`src/rtl/core/dtq_pkg.sv`:
```
`timescale 1ns / 1ps
// ----------------------------------------------------------------------------
// dtq_pkg: shared types and codes of the deadline timer queue
// Slot layout, cell commands, status codes and input kind codes.
// ----------------------------------------------------------------------------
package dtq_pkg;

    localparam int ID_W  = 8;
    localparam int DL_W  = 48;
    localparam int PER_W = 32;
    localparam int MI_W  = 16;

    localparam logic [DL_W-1:0] DL_MAX           = {DL_W{1'b1}};
    localparam logic [MI_W-1:0] MIN_INTERVAL_RST = 16'd10;

    // input kinds
    localparam logic [1:0] KIND_START = 2'd0;
    localparam logic [1:0] KIND_STOP  = 2'd1;
    localparam logic [1:0] KIND_CLEAR = 2'd2;
    localparam logic [1:0] KIND_TICK  = 2'd3;

    // result status codes
    localparam logic [2:0] ST_STARTED   = 3'd0;
    localparam logic [2:0] ST_FULL      = 3'd1;
    localparam logic [2:0] ST_STOPPED   = 3'd2;
    localparam logic [2:0] ST_NOT_FOUND = 3'd3;
    localparam logic [2:0] ST_FIRED     = 3'd4;
    localparam logic [2:0] ST_NONE_DUE  = 3'd5;
    localparam logic [2:0] ST_CLEARED   = 3'd6;

    // cell commands, broadcast to the whole chain
    localparam logic [2:0] OP_NOP    = 3'd0;
    localparam logic [2:0] OP_INSERT = 3'd1;
    localparam logic [2:0] OP_POP    = 3'd2;
    localparam logic [2:0] OP_CLEAR  = 3'd3;
    localparam logic [2:0] OP_STOP   = 3'd4;

    typedef struct packed {
        logic [ID_W-1:0]  id;
        logic [DL_W-1:0]  deadline;
        logic [PER_W-1:0] period;
        logic             repeats;
        logic             to_main;
    } slot_t;

    typedef struct packed {
        logic  valid;
        slot_t slot;
    } entry_t;

    // stop token handed from cell to cell
    typedef struct packed {
        logic search;
        logic shift;
    } tok_t;

    typedef struct packed {
        logic [2:0] op;
        logic       probe;
        slot_t      slot;
    } cell_cmd_t;

    typedef struct packed {
        entry_t head;
        logic   last_valid;
        logic   found;
        logic   miss;
    } chain_stat_t;

endpackage

```
`src/rtl/core/dtq_cell.sv`:
```
`timescale 1ns / 1ps
// ----------------------------------------------------------------------------
// dtq_cell: one slot of the sorted timer chain
// Holds one timer and trades it with its neighbors on insert, pop and stop.
// ----------------------------------------------------------------------------
module dtq_cell (
    input  logic               clk,
    input  logic               rst_n,
    input  dtq_pkg::cell_cmd_t cmd,
    input  dtq_pkg::entry_t    left_entry,
    input  logic               left_keep,
    input  dtq_pkg::entry_t    right_entry,
    input  dtq_pkg::tok_t      tok_in,
    output dtq_pkg::entry_t    entry,
    output logic               keep,
    output dtq_pkg::tok_t      tok_out,
    output logic               found,
    output logic               miss
);
    import dtq_pkg::*;

    logic  valid_reg;
    logic  valid_next;
    slot_t slot_reg;
    slot_t slot_next;
    tok_t  tok_reg;
    tok_t  tok_next;

    assign entry.valid = valid_reg;
    assign entry.slot  = slot_reg;
    assign tok_out     = tok_reg;

    // this slot stays put when a new timer with this deadline goes in behind it
    assign keep = valid_reg && (slot_reg.deadline <= cmd.slot.deadline);

    always_comb
    begin
        valid_next = valid_reg;
        slot_next  = slot_reg;
        tok_next   = '0;
        found      = 1'b0;
        miss       = 1'b0;
        unique case (cmd.op)
            OP_INSERT:
            begin
                if (!keep)
                begin
                    if (left_keep)
                    begin
                        valid_next = 1'b1;
                        slot_next  = cmd.slot;
                    end
                    else
                    begin
                        valid_next = left_entry.valid;
                        slot_next  = left_entry.slot;
                    end
                end
            end
            OP_POP:
            begin
                valid_next = right_entry.valid;
                slot_next  = right_entry.slot;
            end
            OP_CLEAR:
            begin
                valid_next = 1'b0;
            end
            OP_STOP:
            begin
                if (tok_in.shift ||
                    (tok_in.search && valid_reg && slot_reg.id == cmd.slot.id))
                begin
                    // close the gap: pull the right neighbor in
                    valid_next = right_entry.valid;
                    slot_next  = right_entry.slot;
                    if (right_entry.valid)
                        tok_next.shift = 1'b1;
                    else
                        found = 1'b1;
                end
                else if (tok_in.search)
                begin
                    if (!valid_reg)
                        miss = 1'b1;
                    else
                        tok_next.search = 1'b1;
                end
            end
            default:
            begin
                valid_next = valid_reg;
            end
        endcase
    end

    always_ff @(posedge clk or negedge rst_n)
    begin
        if (!rst_n)
        begin
            valid_reg <= 1'b0;
            tok_reg   <= '0;
        end
        else
        begin
            valid_reg <= valid_next;
            tok_reg   <= tok_next;
        end
    end

    always_ff @(posedge clk)
    begin
        slot_reg <= slot_next;
    end

endmodule

```
`src/rtl/core/dtq_ctrl.sv`:
```
`timescale 1ns / 1ps
// ----------------------------------------------------------------------------
// dtq_ctrl: command sequencer of the deadline timer queue
// Takes commands, drives the cell chain and produces the result transfers.
// ----------------------------------------------------------------------------
module dtq_ctrl #(
    parameter int MAX_FIRES_PER_TICK = 64
) (
    input  logic                         clk,
    input  logic                         rst_n,
    input  logic                         start,
    output logic                         busy,
    input  logic [1:0]                   kind,
    input  logic [dtq_pkg::ID_W-1:0]     timer_id,
    input  logic [dtq_pkg::DL_W-1:0]     deadline_ms,
    input  logic [dtq_pkg::PER_W-1:0]    period_ms,
    input  logic                         repeats,
    input  logic                         to_main,
    input  logic [dtq_pkg::DL_W-1:0]     now_ms,
    input  logic                         cfg_we,
    input  logic [dtq_pkg::MI_W-1:0]     cfg_wdata,
    input  dtq_pkg::chain_stat_t         stat,
    output dtq_pkg::cell_cmd_t           cmd,
    output logic                         result_valid,
    output logic [2:0]                   status,
    output logic [dtq_pkg::ID_W-1:0]     fired_id,
    output logic                         fired_to_main,
    output logic                         last
);
    import dtq_pkg::*;

    localparam int FIRE_W = $clog2(MAX_FIRES_PER_TICK + 1);

    localparam logic [2:0] S_IDLE  = 3'd0;
    localparam logic [2:0] S_EXEC  = 3'd1;
    localparam logic [2:0] S_STOP  = 3'd2;
    localparam logic [2:0] S_CHECK = 3'd3;
    localparam logic [2:0] S_REINS = 3'd4;

    logic [2:0]        state_reg,      state_next;
    logic [1:0]        kind_reg,       kind_next;
    slot_t             slot_reg,       slot_next;
    logic [DL_W-1:0]   now_reg,        now_next;
    logic [MI_W-1:0]   mi_reg,         mi_next;
    logic [FIRE_W-1:0] fires_reg,      fires_next;
    logic              pend_valid_reg, pend_valid_next;
    logic [ID_W-1:0]   pend_id_reg,    pend_id_next;
    logic              pend_tm_reg,    pend_tm_next;
    logic              probe_reg,      probe_next;
    logic              res_valid_reg,  res_valid_next;
    logic [2:0]        res_status_reg, res_status_next;
    logic [ID_W-1:0]   res_id_reg,     res_id_next;
    logic              res_tm_reg,     res_tm_next;
    logic              res_last_reg,   res_last_next;

    logic [MI_W-1:0]   mi_eff;
    logic [PER_W-1:0]  step;
    logic [DL_W:0]     sum;
    logic [DL_W-1:0]   new_deadline;
    logic              due;

    assign busy          = (state_reg != S_IDLE);
    assign result_valid  = res_valid_reg;
    assign status        = res_status_reg;
    assign fired_id      = res_id_reg;
    assign fired_to_main = res_tm_reg;
    assign last          = res_last_reg;

    // next deadline of a recurring timer, saturating at the top of the range
    assign mi_eff       = (mi_reg == '0) ? MI_W'(1) : mi_reg;
    assign step         = (stat.head.slot.period < PER_W'(mi_eff)) ? PER_W'(mi_eff)
                                                                   : stat.head.slot.period;
    assign sum          = {1'b0, stat.head.slot.deadline} + (DL_W+1)'(step);
    assign new_deadline = sum[DL_W] ? DL_MAX : sum[DL_W-1:0];

    assign due = stat.head.valid && (stat.head.slot.deadline <= now_reg) &&
                 (fires_reg != FIRE_W'(MAX_FIRES_PER_TICK));

    assign mi_next = cfg_we ? cfg_wdata : mi_reg;

    always_comb
    begin
        state_next      = state_reg;
        kind_next       = kind_reg;
        slot_next       = slot_reg;
        now_next        = now_reg;
        fires_next      = fires_reg;
        pend_valid_next = pend_valid_reg;
        pend_id_next    = pend_id_reg;
        pend_tm_next    = pend_tm_reg;
        probe_next      = 1'b0;
        res_valid_next  = 1'b0;
        res_status_next = res_status_reg;
        res_id_next     = '0;
        res_tm_next     = 1'b0;
        res_last_next   = 1'b1;
        cmd.op          = OP_NOP;
        cmd.probe       = probe_reg;
        cmd.slot        = slot_reg;

        unique case (state_reg)
            S_IDLE:
            begin
                if (start)
                begin
                    kind_next         = kind;
                    slot_next.id      = timer_id;
                    slot_next.deadline = deadline_ms;
                    slot_next.period  = period_ms;
                    slot_next.repeats = repeats;
                    slot_next.to_main = to_main;
                    now_next          = now_ms;
                    state_next        = S_EXEC;
                end
            end
            S_EXEC:
            begin
                unique case (kind_reg)
                    KIND_START:
                    begin
                        res_valid_next = 1'b1;
                        state_next     = S_IDLE;
                        if (stat.last_valid)
                            res_status_next = ST_FULL;
                        else
                        begin
                            cmd.op          = OP_INSERT;
                            res_status_next = ST_STARTED;
                        end
                    end
                    KIND_STOP:
                    begin
                        probe_next = 1'b1;
                        state_next = S_STOP;
                    end
                    KIND_CLEAR:
                    begin
                        cmd.op          = OP_CLEAR;
                        res_valid_next  = 1'b1;
                        res_status_next = ST_CLEARED;
                        state_next      = S_IDLE;
                    end
                    default:
                    begin
                        fires_next      = '0;
                        pend_valid_next = 1'b0;
                        state_next      = S_CHECK;
                    end
                endcase
            end
            S_STOP:
            begin
                cmd.op = OP_STOP;
                if (stat.found || stat.miss)
                begin
                    res_valid_next  = 1'b1;
                    res_status_next = stat.found ? ST_STOPPED : ST_NOT_FOUND;
                    state_next      = S_IDLE;
                end
            end
            S_CHECK:
            begin
                if (due)
                begin
                    cmd.op = OP_POP;
                    // the previous fire is not the final one
                    if (pend_valid_reg)
                    begin
                        res_valid_next  = 1'b1;
                        res_status_next = ST_FIRED;
                        res_id_next     = pend_id_reg;
                        res_tm_next     = pend_tm_reg;
                        res_last_next   = 1'b0;
                    end
                    pend_valid_next    = 1'b1;
                    pend_id_next       = stat.head.slot.id;
                    pend_tm_next       = stat.head.slot.to_main;
                    fires_next         = fires_reg + FIRE_W'(1);
                    slot_next          = stat.head.slot;
                    slot_next.deadline = new_deadline;
                    state_next         = stat.head.slot.repeats ? S_REINS : S_CHECK;
                end
                else
                begin
                    res_valid_next = 1'b1;
                    if (pend_valid_reg)
                    begin
                        res_status_next = ST_FIRED;
                        res_id_next     = pend_id_reg;
                        res_tm_next     = pend_tm_reg;
                    end
                    else
                        res_status_next = ST_NONE_DUE;
                    state_next = S_IDLE;
                end
            end
            S_REINS:
            begin
                // the popped slot left room, so this always fits
                cmd.op     = OP_INSERT;
                state_next = S_CHECK;
            end
            default:
            begin
                state_next = S_IDLE;
            end
        endcase
    end

    always_ff @(posedge clk or negedge rst_n)
    begin
        if (!rst_n)
        begin
            state_reg      <= S_IDLE;
            mi_reg         <= MIN_INTERVAL_RST;
            fires_reg      <= '0;
            pend_valid_reg <= 1'b0;
            probe_reg      <= 1'b0;
            res_valid_reg  <= 1'b0;
        end
        else
        begin
            state_reg      <= state_next;
            mi_reg         <= mi_next;
            fires_reg      <= fires_next;
            pend_valid_reg <= pend_valid_next;
            probe_reg      <= probe_next;
            res_valid_reg  <= res_valid_next;
        end
    end

    always_ff @(posedge clk)
    begin
        kind_reg       <= kind_next;
        slot_reg       <= slot_next;
        now_reg        <= now_next;
        pend_id_reg    <= pend_id_next;
        pend_tm_reg    <= pend_tm_next;
        res_status_reg <= res_status_next;
        res_id_reg     <= res_id_next;
        res_tm_reg     <= res_tm_next;
        res_last_reg   <= res_last_next;
    end

endmodule

```
`src/rtl/core/deadline_timer_queue_top.sv`:
```
`timescale 1ns / 1ps
// ----------------------------------------------------------------------------
// deadline_timer_queue_top: sorted deadline timer queue
// Timers kept in deadline order in a chain of slot cells, fired by ticks.
// ----------------------------------------------------------------------------
//  channel   | handshake              | payload
//  ----------+------------------------+----------------------------------------
//  command   | start / busy           | kind timer_id deadline_ms period_ms
//            |                        | repeats to_main now_ms
//  config    | cfg_we                 | cfg_wdata (min_interval_ms)
//  result    | result_valid (strobe)  | status fired_id fired_to_main last
//
//  start and clear give their result after the execute state; a stop ends
//  when the token walking the cell chain one slot a cycle has closed the
//  gap behind the matching id or has missed it. A tick pops each fired
//  timer and reinserts each recurring one, each a single pass over the chain.
//  Reset empties the queue and loads min_interval_ms with 10.
//  Results cannot be stalled: each shows for one cycle under result_valid.
// ----------------------------------------------------------------------------
module deadline_timer_queue_top #(
    parameter int QUEUE_DEPTH        = 16,
    parameter int MAX_FIRES_PER_TICK = 64
) (
    input  logic                         clk,
    input  logic                         rst_n,
    input  logic                         start,
    output logic                         busy,
    input  logic [1:0]                   kind,
    input  logic [dtq_pkg::ID_W-1:0]     timer_id,
    input  logic [dtq_pkg::DL_W-1:0]     deadline_ms,
    input  logic [dtq_pkg::PER_W-1:0]    period_ms,
    input  logic                         repeats,
    input  logic                         to_main,
    input  logic [dtq_pkg::DL_W-1:0]     now_ms,
    input  logic                         cfg_we,
    input  logic [dtq_pkg::MI_W-1:0]     cfg_wdata,
    output logic                         result_valid,
    output logic [2:0]                   status,
    output logic [dtq_pkg::ID_W-1:0]     fired_id,
    output logic                         fired_to_main,
    output logic                         last
);
    import dtq_pkg::*;

    cell_cmd_t              cmd;
    chain_stat_t            stat;
    entry_t                 ent   [QUEUE_DEPTH];
    tok_t                   tok   [QUEUE_DEPTH];
    logic [QUEUE_DEPTH-1:0] keep_v;
    logic [QUEUE_DEPTH-1:0] found_v;
    logic [QUEUE_DEPTH-1:0] miss_v;
    logic [QUEUE_DEPTH-1:0] valid_v;

    genvar i;
    generate
        for (i = 0; i < QUEUE_DEPTH; i++)
        begin : g_cell
            entry_t left_e;
            entry_t right_e;
            logic   left_k;
            tok_t   tin;

            if (i == 0)
            begin : g_head
                assign left_e     = '0;
                assign left_k     = 1'b1;
                assign tin.search = cmd.probe;
                assign tin.shift  = 1'b0;
            end
            else
            begin : g_body
                assign left_e = ent[i-1];
                assign left_k = keep_v[i-1];
                assign tin    = tok[i-1];
            end

            if (i == QUEUE_DEPTH - 1)
            begin : g_tail
                assign right_e = '0;
            end
            else
            begin : g_inner
                assign right_e = ent[i+1];
            end

            dtq_cell u_cell (
                .clk         (clk),
                .rst_n       (rst_n),
                .cmd         (cmd),
                .left_entry  (left_e),
                .left_keep   (left_k),
                .right_entry (right_e),
                .tok_in      (tin),
                .entry       (ent[i]),
                .keep        (keep_v[i]),
                .tok_out     (tok[i]),
                .found       (found_v[i]),
                .miss        (miss_v[i])
            );

            assign valid_v[i] = ent[i].valid;
        end
    endgenerate

    // a search token leaving the tail means no slot matched
    assign stat.head       = ent[0];
    assign stat.last_valid = ent[QUEUE_DEPTH-1].valid;
    assign stat.found      = |found_v;
    assign stat.miss       = (|miss_v) || tok[QUEUE_DEPTH-1].search;

    dtq_ctrl #(
        .MAX_FIRES_PER_TICK (MAX_FIRES_PER_TICK)
    ) u_ctrl (
        .clk           (clk),
        .rst_n         (rst_n),
        .start         (start),
        .busy          (busy),
        .kind          (kind),
        .timer_id      (timer_id),
        .deadline_ms   (deadline_ms),
        .period_ms     (period_ms),
        .repeats       (repeats),
        .to_main       (to_main),
        .now_ms        (now_ms),
        .cfg_we        (cfg_we),
        .cfg_wdata     (cfg_wdata),
        .stat          (stat),
        .cmd           (cmd),
        .result_valid  (result_valid),
        .status        (status),
        .fired_id      (fired_id),
        .fired_to_main (fired_to_main),
        .last          (last)
    );

    // occupied slots always form a prefix from the head
    a_valid_prefix: assert property (@(posedge clk) disable iff (!rst_n)
        (valid_v & (valid_v + QUEUE_DEPTH'(1))) == '0)
        else $error("occupied slots are not a prefix");

    // the two head slots stay in deadline order
    a_head_sorted: assert property (@(posedge clk) disable iff (!rst_n)
        ent[1].valid |-> (ent[0].slot.deadline <= ent[1].slot.deadline))
        else $error("head slots out of deadline order");

    a_stop_exclusive: assert property (@(posedge clk) disable iff (!rst_n)
        !(stat.found && stat.miss))
        else $error("stop found and missed at once");

    // only fires can be followed by more results of the same command
    a_single_last: assert property (@(posedge clk) disable iff (!rst_n)
        (result_valid && status != ST_FIRED) |-> last)
        else $error("non-fire result without last");

    a_last_idle: assert property (@(posedge clk) disable iff (!rst_n)
        (result_valid && last) |-> !busy)
        else $error("final result while still busy");

endmodule
```
`config.mk`:
```
export PLATFORM = sky130hd
export DESIGN_NAME = deadline_timer_queue_top
export DESIGN_NICKNAME = d
export VERILOG_FILES = /design/src/rtl/core/dtq_pkg.sv /design/src/rtl/core/dtq_cell.sv /design/src/rtl/core/dtq_ctrl.sv /design/src/rtl/core/deadline_timer_queue_top.sv
export SDC_FILE = /design/constraint.sdc
export NUM_CORES = 2
export LEC_CHECK = 0
export BUFFER_PORTS_ARGS = -buffer_cell sky130_fd_sc_hd__clkbuf_2
export CORE_UTILIZATION = 65
export CTS_CLUSTER_SIZE = 25
export DETAILED_ROUTE_END_ITERATION = 16
export GPL_ROUTABILITY_DRIVEN = 0
export PLACE_DENSITY_LB_ADDON = 0.15
export SYNTH_ARGS = -nofsm -noshare
export SYNTH_HDL_FRONTEND = slang
export SYNTH_HIERARCHICAL = 1
export SYNTH_SLANG_ARGS = --single-unit
```
`constraint.sdc`:
```
create_clock -name clk -period 21.6 [get_ports clk]
set_input_delay 1.08 -clock clk [delete_from_list [all_inputs] [get_ports clk]]
set_output_delay 1.08 -clock clk [all_outputs]
set_load 0.05 [all_outputs]
```
# Word-level counts from Yosys, hierarchy flattened
# Index checks and enable logic that the tools add are counted.
[word_totals]
ff_bits = 1678
input_bits = 160
out_inout_bits = 15
[classes]
add_sub_neg = 2
order_cmp = 18
eq_ne = 65
mux = 339
n_reduce_logical = 121
[op_table]
columns = ["cell", "n"]
rows = [
  ["90-bit two-way mux", 49],
  ["90-bit one-hot mux with 3 select lines", 16],
  ["48-bit <= comparator", 17],
  ["1-bit two-way mux", 219],
  ["90-bit one-hot mux with 2 select lines", 1],
  ["8-bit equality test", 16],
  ["3-bit AND reduction", 34],
  ["1-bit one-hot mux with 4 select lines", 15],
  ["1-bit logical AND", 50],
  ["48-bit by 32-bit adder with 49-bit output", 1],
  ["48-bit two-way mux", 1],
  ["2-bit by 1-bit != test with 1-bit output (second input constant)", 18],
  ["2-bit != test (second input constant)", 18],
  ["2-bit two-way mux", 17],
  ["32-bit by 16-bit < comparator with 1-bit output", 1],
  ["32-bit two-way mux", 1],
  ["16-bit OR reduction", 2],
  ["3-bit two-way mux", 7],
  ["1-bit logical OR", 17],
  ["16-bit logical NOT", 1],
  ["16-bit two-way mux", 1],
  ["3-bit one-hot mux with 5 select lines", 1],
  ["7-bit two-way mux", 2],
  ["7-bit one-hot mux with 2 select lines", 1],
  ["24 further kinds", 39],
]

# Longest topological paths before layout
[logic_depth]
depth_word = 12
ltp_mapped = 27
mapped_depth_nobuf = 25

# Hierarchy
# Netlist, hierarchy kept.
[modules_own_cells]
columns = ["module", "n_inst", "cells_per_inst", "area_each_um2", "seq_area_each_um2"]
rows = [
  ["dtq_cell", 16, 601, 6093.3, 2777.7],
  ["dtq_ctrl", 1, 1064, 11003.1, 5492.8],
  ["deadline_timer_queue_top", 1, 13, 75.1, 0.0],
]

# Least setup slack after synthesis
# OpenSTA, ideal clock, no wires.
[synth_timing]
path_kind = "register to register"
start = "reg g_cell[0].u_cell.slot_reg, in the netlist g_cell[0].u_cell/entry[69]"
end = "reg g_cell[0].u_cell.slot_reg, in the netlist g_cell[0].u_cell/entry[0], enable pin"
arrival_ns = 14.212
slack_ns = 6.811
stages_incl_launch_ff = 13
path_buffers = 0
path_cell_list = "edfxtp_1 > ha_1 > a21o_1 > a21oi_1 > o221ai_1 > a221o_1 > a221oi_1 > o211ai_1 > and2_1 > a2111oi_0 > nand2b_1 > o21a_1 > o221ai_1"
[synth_rtl]
columns = ["element", "line_no", "source"]
rows = [
  ["from (decl)", "dtq_cell.sv:24", "slot_t slot_reg;"],
  ["from (signal assigned)", "dtq_cell.sv:113", "slot_reg <= slot_next;"],
]

==> flow_metrics.env <==
export IMPL_cp_common_cell="o21ai_1"
export IMPL_post_cts_resized=0
export IMPL_fin_nets=11877
export IMPL_antenna_left=0
export IMPL_cts_hold_buffers=0
export IMPL_drt_total_wl_mm=316
export IMPL_syn_inst=10690
export IMPL_cts_setup_buffers=0
export IMPL_skew_ns=0.0307
export IMPL_relSlewSlack=0.0992
export IMPL_netlist_area_um2=109000
export IMPL_crit_path_max_incr_delay_ns=1.00
export IMPL_worstSetupEndpointType="flop"
export IMPL_worstPathRequired_ns=22.30
export IMPL_clock_sinks=1678
export IMPL_grt_first_pass_wirelength_mm=481
export IMPL_rows=149
export IMPL_utilization=0.711
export IMPL_avgSynthCellArea_um2=10.2
export IMPL_fmax_mhz=139
export IMPL_overflow=0
export IMPL_met2_usage=0.534
export IMPL_drc=0
export IMPL_met1_usage=0.515
export IMPL_area_delta_synth_final_pct=8.33
export IMPL_grt_pass1_vias=81749
export IMPL_fin_tns_setup_ns=0
export IMPL_r2r_start="u_ctrl/mi_reg[4]"
export IMPL_largest_reg_flops=1440
export IMPL_grtUsageTotal=0.367
export IMPL_period_share=0.333
export IMPL_num_vias=85150
export IMPL_port_buffers=174
export IMPL_drtIter0Drc=10589
export IMPL_crit_start="u_ctrl/mi_reg[4]"
export IMPL_critPathBufInv=1
export IMPL_hp_class="input port to asynchronous set/reset pin"
export IMPL_crit_slowest_cell="a211oi_4"
export IMPL_fin_cells=13192
export IMPL_gr_usage_met3=0.0651
export IMPL_place_inst=12856
export IMPL_dp_hpwl_mm=230
export IMPL_grt_max_degree=103
export IMPL_antenna_found_initial=6
export IMPL_finalSetupViolCount=0
export IMPL_clk_pin_slew_ns=0.06
export IMPL_cts_buffers=182
export IMPL_first_pass_iters=9
export IMPL_tightest_slew_ns=1.33
export IMPL_crit_arrival_ns=7.90
export IMPL_whs_ns=0.343
export IMPL_status="finished clean"
export IMPL_clkLatencyLatePin_ns=0.85
export IMPL_cts_tree="yes"
export IMPL_start_kind="flop"
export IMPL_cap_violations=0
export IMPL_avgViaCountPerCell=6.45
export IMPL_hold_viol_final=0
export IMPL_critPathTopFamily="compound AO/OA/AOI/OAI gates"
export IMPL_rsz0062_at_grt="no"
export IMPL_io_pins=175
export IMPL_core_area_um2=165000
export IMPL_yosys_warnings=6
export IMPL_initial_core_util=0.656
export IMPL_clockBufferDepth=3
export IMPL_dieArea_um2=169000
export IMPL_h_tree_depth=4
export IMPL_drive_gt1_frac=0.0693
export IMPL_cts_root_buf="clkbuf_16"
export IMPL_fin_crit_ns=7.20
export IMPL_die_w_um=411
export IMPL_post_drt_wl_per_cell_um=24.0
export IMPL_gr_max_usage_layer="met2"
export IMPL_fp_dieH_um=411
export IMPL_finalMaxSlewViolations=0
export IMPL_timing_setup_critical_path_class="flop to flop"
export IMPL_path_max_fanout=31
export IMPL_r2r_slack_ns=14.40
==> per-layer routing <==
| metal | up-vias | share of wire |
|---|---|---|
| li1 | 38942 | - |
| met1 | 40562 | 0.41 |
| met2 | 4900 | 0.42 |
| met3 | 742 | 0.10 |
| met4 | 4 | 0.064 |
| met5 | - | 0.000079 |
==> worst reg2reg max path, stage by stage, from the launching register on <==
cell,delay [ns]
dfrtp_1,0.39
nor4_1,0.36
a41oi_1,0.22
o21a_1,0.24
o21ai_1,0.13
nand2b_1,0.08
a21oi_1,0.17
o21ai_1,0.09
a221oi_1,0.26
o21ai_1,0.12
a21oi_2,0.72
mux2i_1,0.31
ha_1,0.22
inv_1,0.06
fa_1,0.39
nand2b_1,0.19
a21oi_1,0.21
o2111ai_1,0.15
nand2_1,0.16
nor3_1,0.09
a2111o_1,0.42
a31oi_2,0.26
o21ai_2,0.10
a211oi_4,1.00
a21o_4,0.48
o22a_1,0.24
==> placed cells by master, fill, tap and decap left out, types with 24 or more instances in the layout <==
master and instances:
mux2i_1 1458, dfrtp_1 74, clkinv_2 27, o21ai_1 36, and2_1 24, clkbuf_1 55, buf_4 167, inv_1 871
clkbuf_16 183, a31o_1 35, o21a_1 36, o21ai_0 1557, clkinv_1 37, a21oi_1 394, nand2b_1 39, nand4_1 238
a21o_1 59, xor2_1 123, xnor2_1 41, conb_1 185, nor2_1 159, ha_1 865, clkbuf_2 173, nand2_1 1805
o22a_1 31, edfxtp_1 1592, and3_1 38, a211oi_1 37, nor4_2 28, nor4_1 50, nor3_1 56, nand3_1 96
==> area by class of cell <==
| class | count | area, um2 |
|---|---|---|
| multi-input combinational | 7778 | 53900 |
| sequential | 1678 | 49900 |
| fill | 11883 | 47800 |
| clock buffer | 244 | 4870 |
| inverter | 871 | 3270 |
| tap | 2189 | 2740 |
| timing repair buffer | 340 | 2120 |
| clock inverter | 88 | 739 |
| antenna | 4 | 10.0 |
==> worst paths after layout <==
| path | to | depth (start not counted) |
|---|---|---|
| setup reg to reg | u_ctrl/cmd[63] | 25 |
| hold reg to reg | u_ctrl/probe_reg | 1 |
| min in group clk | u_ctrl/now_reg[11] | 1 |
| max in group asynchronous | g_cell[12].u_cell/tok_out[0] | 2 |
| setup / recovery | u_ctrl/cmd[63] | 25 |
| hold / removal | g_cell[13].u_cell/valid_reg | 1 |
==> through the flow <==
| step | setup slack, ns | area, um2 |
|---|---|---|
| 4_1_cts | 14.54 | 118000 |
| 5_1_grt | 14.11 | 118000 |
| 6_report | 14.40 | 118000 |
| 3_5_place_dp | 14.59 | 112000 |
| 2_1_floorplan | 6.81 | 109000 |
| 3_3_place_gp | 14.78 | 112000 |
Power is not shown: default switching activity piles up to over one toggle a cycle in this logic, so the estimate is an artifact.
